**src/hdl/itr_pkg.sv**
```systemverilog
`timescale 1ns / 1ps
// ---------------------------------------------------------------------------
// itr_pkg: shared types and constants for integer_to_radix_string
// Widths, character codes, controller states and the command/status
// bundles that pass between the controller and the datapath.
// ---------------------------------------------------------------------------
package itr_pkg;

  localparam int VALUE_BITS  = 32;
  localparam int RADIX_W     = 6;
  localparam int CHAR_W      = 8;
  localparam int IN_TDATA_W  = ((VALUE_BITS + RADIX_W + 7) / 8) * 8;
  localparam int OUT_TDATA_W = CHAR_W;

  // divider retires this many quotient bits per cycle
  localparam int DIV_BPC    = 4;
  localparam int DIV_CYCLES = (VALUE_BITS + DIV_BPC - 1) / DIV_BPC;
  localparam int DIV_W      = DIV_CYCLES * DIV_BPC;
  localparam int STEP_W     = (DIV_CYCLES > 1) ? $clog2(DIV_CYCLES) : 1;

  // digit stack: up to VALUE_BITS digits (radix 2)
  localparam int SP_W  = $clog2(VALUE_BITS + 1);
  localparam int SP_IW = $clog2(VALUE_BITS);

  localparam logic [RADIX_W-1:0] RADIX_MIN = RADIX_W'(2);
  localparam logic [RADIX_W-1:0] RADIX_MAX = RADIX_W'(36);
  localparam logic [RADIX_W-1:0] RADIX_DEC = RADIX_W'(10);

  localparam logic [CHAR_W-1:0] CHAR_NUL   = 8'h00;
  localparam logic [CHAR_W-1:0] CHAR_MINUS = 8'h2d;
  localparam logic [CHAR_W-1:0] CHAR_ZERO  = 8'h30;
  localparam logic [CHAR_W-1:0] CHAR_LA    = 8'h61;

  typedef enum logic [2:0] {
    S_IDLE,
    S_SIGN,
    S_DIV,
    S_PUSH,
    S_EMIT,
    S_NUL
  } itr_state_t;

  typedef struct packed {
    logic load;
    logic div_step;
    logic push;
    logic emit_sign;
    logic emit_digit;
    logic emit_nul;
  } itr_cmd_t;

  typedef struct packed {
    logic radix_ok;
    logic neg_dec;
    logic div_last;
    logic quo_zero;
    logic last_digit;
    logic out_free;
  } itr_sts_t;

  function automatic logic [CHAR_W-1:0] digit_char(input logic [RADIX_W-1:0] d);
    logic [CHAR_W-1:0] dw;
    dw = CHAR_W'(d);
    if (d < RADIX_DEC) begin
      return CHAR_ZERO + dw;
    end
    return CHAR_LA + dw - CHAR_W'(RADIX_DEC);
  endfunction

endpackage

```
**src/hdl/itr_dp.sv**
```systemverilog
`timescale 1ns / 1ps
// ---------------------------------------------------------------------------
// itr_dp: conversion datapath
// Operand capture, radix divider (several quotient bits a cycle), digit
// stack and the output register.
// ---------------------------------------------------------------------------
module itr_dp (
  input  logic                              clk,
  input  logic                              rst_n,
  input  itr_pkg::itr_cmd_t                 cmd,
  output itr_pkg::itr_sts_t                 sts,
  input  logic [itr_pkg::IN_TDATA_W-1:0]    in_tdata,
  output logic                              out_tvalid,
  input  logic                              out_tready,
  output logic [itr_pkg::OUT_TDATA_W-1:0]   out_tdata,
  output logic                              out_tlast
);
  import itr_pkg::*;

  logic [VALUE_BITS-1:0] in_value;
  logic [RADIX_W-1:0]    in_radix;
  logic                  in_ok;
  logic                  in_neg;
  logic [VALUE_BITS-1:0] in_mag;

  logic [RADIX_W-1:0]    radix_r;
  logic                  radix_ok_r;
  logic                  neg_dec_r;
  logic [DIV_W-1:0]      dvd_r, dvd_nxt;
  logic [RADIX_W-1:0]    rem_r, rem_nxt;
  logic [STEP_W-1:0]     step_r;
  logic [SP_W-1:0]       sp_r;
  logic [RADIX_W-1:0]    stk [VALUE_BITS];
  logic [SP_W-1:0]       sp_dec;

  logic                  out_valid_r;
  logic [CHAR_W-1:0]     out_data_r;
  logic                  out_last_r;

  assign in_value = in_tdata[VALUE_BITS-1:0];
  assign in_radix = in_tdata[VALUE_BITS +: RADIX_W];
  assign in_ok    = (in_radix >= RADIX_MIN) && (in_radix <= RADIX_MAX);
  assign in_neg   = in_ok && (in_radix == RADIX_DEC) && in_value[VALUE_BITS-1];
  assign in_mag   = in_neg ? (~in_value + VALUE_BITS'(1)) : in_value;
  assign sp_dec   = sp_r - SP_W'(1);

  // restoring division, DIV_BPC bits: dividend shifts out the top,
  // quotient bits shift in at the bottom
  always_comb begin
    logic [DIV_W-1:0]   dv;
    logic [RADIX_W-1:0] rm;
    logic [RADIX_W:0]   t;
    dv = dvd_r;
    rm = rem_r;
    for (int i = 0; i < DIV_BPC; i++) begin
      t = {rm, dv[DIV_W-1]};
      if (t >= {1'b0, radix_r}) begin
        rm = RADIX_W'(t - {1'b0, radix_r});
        dv = {dv[DIV_W-2:0], 1'b1};
      end else begin
        rm = t[RADIX_W-1:0];
        dv = {dv[DIV_W-2:0], 1'b0};
      end
    end
    dvd_nxt = dv;
    rem_nxt = rm;
  end

  always_ff @(posedge clk) begin
    if (!rst_n) begin
      step_r      <= '0;
      sp_r        <= '0;
      out_valid_r <= 1'b0;
      radix_ok_r  <= 1'b0;
      neg_dec_r   <= 1'b0;
    end else begin
      if (cmd.load) begin
        radix_ok_r <= in_ok;
        neg_dec_r  <= in_neg;
        step_r     <= '0;
        sp_r       <= '0;
      end else if (cmd.div_step) begin
        step_r <= step_r + STEP_W'(1);
      end else if (cmd.push) begin
        step_r <= '0;
        sp_r   <= sp_r + SP_W'(1);
      end else if (cmd.emit_digit) begin
        sp_r <= sp_dec;
      end
      if (cmd.emit_sign || cmd.emit_digit || cmd.emit_nul) begin
        out_valid_r <= 1'b1;
      end else if (out_tready) begin
        out_valid_r <= 1'b0;
      end
    end
  end

  always_ff @(posedge clk) begin
    if (cmd.load) begin
      radix_r <= in_radix;
      dvd_r   <= DIV_W'(in_mag);
      rem_r   <= '0;
    end else if (cmd.div_step) begin
      dvd_r <= dvd_nxt;
      rem_r <= rem_nxt;
    end else if (cmd.push) begin
      rem_r <= '0;
    end
    if (cmd.push) begin
      stk[sp_r[SP_IW-1:0]] <= rem_r;
    end
    if (cmd.emit_sign) begin
      out_data_r <= CHAR_MINUS;
      out_last_r <= 1'b0;
    end else if (cmd.emit_digit) begin
      out_data_r <= digit_char(stk[sp_dec[SP_IW-1:0]]);
      out_last_r <= 1'b0;
    end else if (cmd.emit_nul) begin
      out_data_r <= CHAR_NUL;
      out_last_r <= 1'b1;
    end
  end

  assign sts.radix_ok   = radix_ok_r;
  assign sts.neg_dec    = neg_dec_r;
  assign sts.div_last   = (step_r == STEP_W'(DIV_CYCLES - 1));
  assign sts.quo_zero   = (dvd_r == '0);
  assign sts.last_digit = (sp_r == SP_W'(1));
  assign sts.out_free   = !out_valid_r || out_tready;

  assign out_tvalid = out_valid_r;
  assign out_tdata  = out_data_r;
  assign out_tlast  = out_last_r;

endmodule

```
**src/hdl/itr_ctrl.sv**
```systemverilog
`timescale 1ns / 1ps
// ---------------------------------------------------------------------------
// itr_ctrl: conversion sequencer
// Steps one item through sign, digit division, digit pushes and the
// emission of the text run, stalling on the output register.
// ---------------------------------------------------------------------------
module itr_ctrl (
  input  logic              clk,
  input  logic              rst_n,
  input  logic              in_tvalid,
  output logic              in_tready,
  input  itr_pkg::itr_sts_t sts,
  output itr_pkg::itr_cmd_t cmd
);
  import itr_pkg::*;

  itr_state_t state_r, state_nxt;

  always_ff @(posedge clk) begin
    if (!rst_n) begin
      state_r <= S_IDLE;
    end else begin
      state_r <= state_nxt;
    end
  end

  always_comb begin
    state_nxt = state_r;
    cmd       = '0;
    in_tready = 1'b0;
    unique case (state_r)
      S_IDLE: begin
        // refuse beats while reset is held
        in_tready = rst_n;
        if (in_tvalid && rst_n) begin
          cmd.load  = 1'b1;
          state_nxt = S_SIGN;
        end
      end
      S_SIGN: begin
        priority if (!sts.radix_ok) begin
          state_nxt = S_NUL;
        end else if (!sts.neg_dec) begin
          state_nxt = S_DIV;
        end else if (sts.out_free) begin
          cmd.emit_sign = 1'b1;
          state_nxt     = S_DIV;
        end else begin
          // hold until the output register frees
          state_nxt = S_SIGN;
        end
      end
      S_DIV: begin
        cmd.div_step = 1'b1;
        if (sts.div_last) begin
          state_nxt = S_PUSH;
        end
      end
      S_PUSH: begin
        // dividend register now holds the quotient
        cmd.push  = 1'b1;
        state_nxt = sts.quo_zero ? S_EMIT : S_DIV;
      end
      S_EMIT: begin
        if (sts.out_free) begin
          cmd.emit_digit = 1'b1;
          if (sts.last_digit) begin
            state_nxt = S_NUL;
          end
        end
      end
      S_NUL: begin
        if (sts.out_free) begin
          cmd.emit_nul = 1'b1;
          state_nxt    = S_IDLE;
        end
      end
      default: begin
        state_nxt = S_IDLE;
      end
    endcase
  end

endmodule

```
**src/hdl/integer_to_radix_string.sv**
```systemverilog
`timescale 1ns / 1ps
// ---------------------------------------------------------------------------
// integer_to_radix_string: signed integer to ASCII text in radix 2..36
// One input beat gives a run of character beats, most significant digit
// first, closed by a NUL beat with tlast set.
// ---------------------------------------------------------------------------
// Takes one item at a time. Digits come from repeated division by the
// radix in a shared divider that retires 4 quotient bits a cycle; each
// digit is a full pass of divide steps followed by a push onto the digit
// stack. An item is converted in order (accept, sign, digits; a '-' goes
// out in the sign state once the output register is free), then its
// digits and the closing NUL are emitted, stalling on out_tready.
// A new item is accepted once the NUL beat sits in the output register.
// Radix 10 prints negatives with '-'; other radices print the 32-bit two's
// complement pattern; an invalid radix gives just the NUL.
module integer_to_radix_string (
  input  logic                                clk,
  input  logic                                rst_n,
  input  logic                                in_tvalid,
  output logic                                in_tready,
  input  logic [itr_pkg::IN_TDATA_W-1:0]      in_tdata,   // value[31:0], radix[37:32]
  output logic                                out_tvalid,
  input  logic                                out_tready,
  output logic [itr_pkg::OUT_TDATA_W-1:0]     out_tdata,  // character[7:0]
  output logic                                out_tlast
);
  import itr_pkg::*;

  itr_cmd_t cmd;
  itr_sts_t sts;

  itr_ctrl u_ctrl (
    .clk       (clk),
    .rst_n     (rst_n),
    .in_tvalid (in_tvalid),
    .in_tready (in_tready),
    .sts       (sts),
    .cmd       (cmd)
  );

  itr_dp u_dp (
    .clk        (clk),
    .rst_n      (rst_n),
    .cmd        (cmd),
    .sts        (sts),
    .in_tdata   (in_tdata),
    .out_tvalid (out_tvalid),
    .out_tready (out_tready),
    .out_tdata  (out_tdata),
    .out_tlast  (out_tlast)
  );

endmodule

```
**config.mk**
```make
export PLATFORM = sky130hd
export DESIGN_NAME = integer_to_radix_string
export DESIGN_NICKNAME = d
export VERILOG_FILES = /design/src/hdl/itr_pkg.sv /design/src/hdl/itr_dp.sv /design/src/hdl/itr_ctrl.sv /design/src/hdl/integer_to_radix_string.sv
export SDC_FILE = /design/constraint.sdc
export NUM_CORES = 1
export LEC_CHECK = 0
export ABC_AREA = 1
export ABC_CLOCK_PERIOD_IN_PS = 8130
export BUFFER_PORTS_ARGS = -buffer_cell sky130_fd_sc_hd__buf_4
export CORE_ASPECT_RATIO = 1.2
export CORE_MARGIN = 1.5
export CORE_UTILIZATION = 30
export CTS_CLUSTER_SIZE = 30
export DETAILED_ROUTE_END_ITERATION = 8
export MAX_ROUTING_LAYER = met4
export SETUP_SLACK_MARGIN = 0.15
export SLEW_MARGIN = 20
export SYNTH_ARGS = -nofsm -noshare
export SYNTH_HDL_FRONTEND = slang
export SYNTH_HIERARCHICAL = 1
export SYNTH_SLANG_ARGS = --single-unit
```
**constraint.sdc**
```tcl
create_clock -name clk -period 8.13 [get_ports clk]
set_input_delay 0 -clock clk [delete_from_list [all_inputs] [get_ports clk]]
set_output_delay 0 -clock clk [all_outputs]
set_load 0.05 [all_outputs]
```
# --- Word-level counts from Yosys, hierarchy flattened ---
# Memory sizes are Yosys's and may differ from the RTL's.
# Index checks and enable logic that the tools add are counted.
# W data, S select, Z words.
totals:
  ramBits: 192
  memories: 1
  output_inout_bits: 11
  regBits: 68
op_classes:
  bitwise: 3
  n_addsub: 11
  eq_ne: 13
  n_reduce_logical: 19
  order_cmp: 7
  muxes: 49
mem_list:
  columns: ["memory", "words", "width", "rd", "rd_clocked_by_memory_dff", "write_ports", "line_no", "source"]
  rows:
  - ["u_dp.stk", 32, 6, 1, 0, 1, "itr_dp.sv:33", "logic [RADIX_W-1:0] stk [VALUE_BITS];"]
op_table:
  columns: ["operator", "n"]
  rows:
  - ["$mux W32", 3]
  - ["$mux W6", 8]
  - ["$add A32 B1 Y32 const B", 1]
  - ["$logic_not A32 Y1", 1]
  - ["$mux W8", 4]
  - ["$not A32 Y32", 1]
  - ["$ge A7 B6 Y1", 4]
  - ["$mux W3", 9]
  - ["$sub A6 B6 Y6", 4]
  - ["$mux W1", 22]
  - ["$pmux W3 S6", 1]
  - ["$reduce_bool A2 Y1", 5]
  - ["$eq A3 B3 Y1 const B", 3]
  - ["$add A7 B6 Y8 const A", 1]
  - ["$ne A2 B2 Y1 const B", 4]
  - ["$sub A8 B4 Y8 const B", 1]
  - ["$add A6 B6 Y7 const A", 1]
  - ["$add A6 B1 Y6 const B", 1]
  - ["$eq A3 B2 Y1 const B", 2]
  - ["$eq A6 B1 Y1 const B", 1]
  - ["$eq A6 B4 Y1 const B", 1]
  - ["$ge A6 B2 Y1 const B", 1]
  - ["$le A6 B6 Y1 const B", 1]
  - ["$lt A6 B4 Y1 const B", 1]
  - ["other kinds (13)", 21]

# --- Depth between registers and ports, before layout ---
depth:
  word_depth: 10
  ltp_mapped: 44
  ltp_nobuf: 43

# --- Modules after synthesis ---
# Netlist, hierarchy kept.
by_module_without_submodules:
  columns: ["module", "cells_each", "instances", "area_each_um2", "seq_area_each_um2"]
  rows:
  - ["itr_dp", 1292, 1, 12923.6, 7447.1]
  - ["itr_ctrl", 51, 1, 314.1, 60.1]

# --- Worst setup path after synthesis ---
# No wires, ideal clock.
synth_path:
  path_type: "register -> register"
  startpoint: "reg u_dp.rem_r[4]"
  endpoint: "reg u_dp.rem_r[1]"
  t_arrival_ps: 5940
  path_slack_ps: 2058
  synth_period_minus_slack_ps: 6072
  stages_incl_launch_ff: 38
  required_ps: 7998
  setup_time_ps: 132
  cell_sequence: "dfxtp_1 ha_1 inv_1 nor2_1 a21oi_2 nand3_2 buf_6 o21ai_0 ha_1 a21oi_1 nand2_1 nand2_1 nand2_1 a21oi_1 nand3_2 o21ai_0 inv_1 ha_1 [2 not listed] a21oi_1 nand2_2 nor2_4 nand2_1 nand2_1 inv_1 ha_1 nand2_1 o21ai_0 a21oi_1 o21bai_1 nand2_1 nand3_1 inv_1 nand3_4 nand2_1 nand3_1 a21oi_1"
synth_between:
  elab_chain_len: 9
  word_cells_on_any_way: 13
  classes_between: "4 x add/sub; 4 x order compare; 5 x mux"
synth_lines:
  columns: ["element", "line_no", "source"]
  rows:
  - ["start: declaration", "itr_dp.sv:30", "logic [RADIX_W-1:0] rem_r, rem_nxt;"]
  - ["start signal: assignment", "itr_dp.sv:105", "rem_r <= rem_nxt;"]
  - ["$sub A6 B6 Y6 or $ge A7 B6 Y1 (tied branches)", "itr_dp.sv:58, itr_dp.sv:57", null]
  - ["$mux W6 *", "itr_dp.sv:57", "if (t >= {1'b0, radix_r}) begin"]
  - ["$ge A7 B6 Y1 or $sub A6 B6 Y6 (tied branches)", "itr_dp.sv:57, itr_dp.sv:58", null]
  - ["$mux W6 *", "itr_dp.sv:57", null]
  - ["$ge A7 B6 Y1 or $sub A6 B6 Y6 (tied branches)", "itr_dp.sv:57, itr_dp.sv:58", null]
  - ["$mux W6 *", "itr_dp.sv:57", null]
  - ["$sub A6 B6 Y6 or $ge A7 B6 Y1 (tied branches)", "itr_dp.sv:58, itr_dp.sv:57", null]
  - ["$mux W6 *", "itr_dp.sv:57", null]
  - ["$mux W6 *", "itr_dp.sv:103", "end else if (cmd.div_step) begin"]
# Mark *: on every way between the ends. The rest lies on a longest branch, timed or not.
# A chain may end at the register's enable or synchronous reset.

# --- Worst setup path after layout ---
layout_path:
  startpoint: "reg u_dp.radix_r[1]"
  endpoint: "reg u_dp.rem_r[5]"
layout_between:
  elab_chain_len: 9
  word_cells_on_any_way: 13
  classes_between: "4 x add/sub; 4 x order compare; 5 x mux"
layout_lines:
  columns: ["element", "line_no", "source"]
  rows:
  - ["start: declaration", "itr_dp.sv:26", "logic [RADIX_W-1:0] radix_r;"]
  - ["start signal: assignment", "itr_dp.sv:100", "radix_r <= in_radix;"]
  - ["$sub A6 B6 Y6 or $ge A7 B6 Y1 (tied branches)", "itr_dp.sv:58, itr_dp.sv:57", null]
  - ["$mux W6", "itr_dp.sv:57", null]
  - ["$sub A6 B6 Y6 or $ge A7 B6 Y1 (tied branches)", "itr_dp.sv:58, itr_dp.sv:57", null]
  - ["$mux W6", "itr_dp.sv:57", null]
  - ["$sub A6 B6 Y6 or $ge A7 B6 Y1 (tied branches)", "itr_dp.sv:58, itr_dp.sv:57", null]
  - ["$mux W6", "itr_dp.sv:57", null]
  - ["$sub A6 B6 Y6 or $ge A7 B6 Y1 (tied branches)", "itr_dp.sv:58, itr_dp.sv:57", null]
  - ["$mux W6 *", "itr_dp.sv:57", null]
  - ["$mux W6 *", "itr_dp.sv:103", null]
# Marks and branches as above.

==> flow_metrics.tcl <==
set metrics [dict create \
    status "completed" \
    nNetsFinal 1504 \
    num_vias 9901 \
    cpLargestDelayFamily "compound AO/OA/AOI/OAI gates" \
    fin_worst_skew_ns 0.0162 \
    synth-seq-area-share 0.567 \
    ys_warn_count 6 \
    synth_nets 1428 \
    synth_cell_type_count 47 \
    fp.dieH_um 233 \
    startpoint_type "flip-flop" \
    grt_usage 0.142 \
    min_period_ns 7.01 \
    cap_viol_max_count 0 \
    htreeDepth 1 \
    cts.clk_slew.worst_paths_ns 0.06 \
    dp_cells 1911 \
    antenna_found_initial 0 \
    avgSynthCellArea_um2 9.86 \
    drt_iter0_drc 697 \
    rows 84 \
    pre_cts_ws_ns 1.17 \
    routed_wl_um 31700 \
    initial_core_util 0.303 \
    grt-ovfl-total 0 \
    drive_gt1_frac 0.108 \
    fin_ws_ns 1.12 \
    wl_per_cell_um 15.9 \
    min_period_over_period 0.863 \
    dieWidth_um 195 \
    crit_type "flip-flop to flip-flop" \
    cp_num_buf_inv 5 \
    io_pins 55 \
    endpoint_kind "flip-flop" \
    nFillCells 4385 \
    slowest_stage "edfxtp_1" \
    root_buffer "clkbuf_16" \
    drc 0 \
    n_antenna_cell 0 \
    grt_pass1_wl_um 50800 \
    grt_pass1_vias 9653 \
    setup_violations 0 \
    portBuffers 52 \
    clkLatencyLatePin_ns 0.55 \
    hold_viol_final 0 \
    cp_common_cell "nand2_1" \
    rsz0062_at_grt "false" \
    syn-cell-area_mm2 0.0132 \
    clockBufferDepth 3 \
    cts_tree "done" \
    setup_tns_ns 0 \
    hold_start "in_tvalid" \
    ys_seq_elements 260 \
    final_max_slew_viol_count 0 \
    relSlewSlack 0.293 \
    firstDrtPassIters 5 \
    cpPeakStageDelay_ns 0.51 \
    cts_sinks 260 \
    postCtsSetupBuffers 0 \
    routed_via_density 4.96 \
    whs_ns 0.0437 \
    hold_path_class "input pin to flip-flop" \
    place.gp.congestion 0.871 \
    ant_nets 0 \
    required_ns 8.54 \
    area_delta_synth_final_pct 15.6 \
    max_slew.worst_pin.slew_ns 1.06 \
    r2r_start "u_dp/radix_r[1]$_DFFE_PP_" \
    arrival_ns 7.42 \
    core-area_mm2 0.0437 \
    cts-buffers-inserted 25 \
    hpwlAfterDp_um 21200 \
    fin_cells 1997 \
    dieArea_mm2 0.0454 \
    path_max_fanout 12 \
    grt_start_max_net_pins 85 \
    fmax_ghz 0.143 \
    netlist_instances 1343 \
    crit_path_start "u_dp/radix_r[1]$_DFFE_PP_" \
]
state kept, by name, indices dropped and copies added (netlist names):
register / flops
u_ctrl/state_r: 3
u_dp/stk: 192
u_dp/dvd_r: 32
u_dp/rem_r: 6
u_dp/radix_ok_r: 1
u_dp/step_r: 3
u_dp/out_tvalid: 1
u_dp/sp_r: 6
u_dp/radix_r: 6
u_dp/neg_dec_r: 1
u_dp/out_tlast: 1
u_dp/out_tdata: 8
routing by layer:
| layer | vias up | track usage | wire (µm) |
|---|---|---|---|
| met5 | - | - | 0 |
| met4 | 0 | 0.0509 | 951 |
| met2 | 271 | 0.248 | 15700 |
| li1 | 4847 | - | - |
| met3 | 61 | 0.0139 | 1260 |
| met1 | 4722 | 0.172 | 13800 |
per-stage QoR:
step	cell area, µm²	utilization
3_5_place_dp	14100	0.323
4_1_cts	15300	0.350
2_1_floorplan	13200	-
3_3_place_gp	14100	0.323
5_1_grt	15300	0.350
6_report	15300	0.350
cell usage after synthesis (all sizes together):
cell type | n | share of area
o221ai | 7 | 0.0046
clkbuf | 18 | 0.0051
dfxtp | 30 | 0.045
o21bai | 2 | 0.0011
inv | 95 | 0.027
nand2b | 1 | 0.0010
a31oi | 6 | 0.0028
xor2 | 26 | 0.019
or2 | 1 | 0.00047
edfxtp | 230 | 0.52
o211ai | 39 | 0.024
ha | 37 | 0.035
o22ai | 4 | 0.0019
o21a | 1 | 0.00057
nand3b | 1 | 0.00057
a21oi | 48 | 0.018
buf | 38 | 0.019
nand4 | 15 | 0.0071
nor4 | 10 | 0.0059
o2111ai | 1 | 0.00066
nand3 | 83 | 0.037
nor2 | 233 | 0.069
o21ai | 169 | 0.065
nand2 | 210 | 0.063
o31ai | 3 | 0.0017
a311oi | 1 | 0.00066
xnor2 | 17 | 0.011
fa | 4 | 0.0060
nor3 | 13 | 0.0049
cells in the final DEF, fill, tap and decap left out, drive strengths merged, types with 30 or more instances in the layout:
cell type	n
nand3	83
clkbuf	37
nand2	210
edfxtp	230
o21ai	169
buf	65
a21oi	48
ha	37
inv	96
dlygate4sd3	40
nor2	233
o211ai	39
dfxtp	30
cells by family after synthesis:
kind of cell             share of synthesized area
XOR/XNOR                                    0.0304
adder cells (fa/ha/maj)                     0.0410
flip-flops                                   0.567
AO/OA/AOI/OAI                                0.122
buffers and inverters                       0.0510
AND/OR/NAND/NOR                              0.189
final timing paths:
check	end	slack, ns	cells after the start
worst max-delay path	u_dp/rem_r[5]$_SDFFE_PP0P_	1.12	39
worst min-delay path	u_ctrl/state_r[2]$_SDFFE_PN0P_	0.04	7
worst max register to register	u_dp/rem_r[5]$_SDFFE_PP0P_	1.12	39
worst min register to register	u_dp/out_tdata[4]$_SDFFE_PP0P_	0.47	2
final cells by class:
type / count / area, µm² / share of cell area
flip-flops and latches: 260 / 7510 / 0.490
multi-input cells: 932 / 5070 / 0.331
repair buffers: 105 / 888 / 0.0580
clock buffers: 37 / 712 / 0.0465
well taps: 559 / 699 / 0.0457
inverters: 95 / 357 / 0.0233
clock inverters: 9 / 71.3 / 0.00466
worst register-to-register path, delay by kind of cell (launching register included):
family,cells,cell delay [ns]
fa+ha+maj,4,1.31
simple gates,20,2.15
compound gates,10,2.36
buf+inv,5,0.53
flops,1,0.51
what timing repair did:
item	in CTS	in global routing
hold buffers	40	0
gates resized for setup	0	0
hold endpoints to repair	48	0
Power is not shown: default switching activity piles up to over one toggle a cycle in this logic, so the estimate is an artifact.
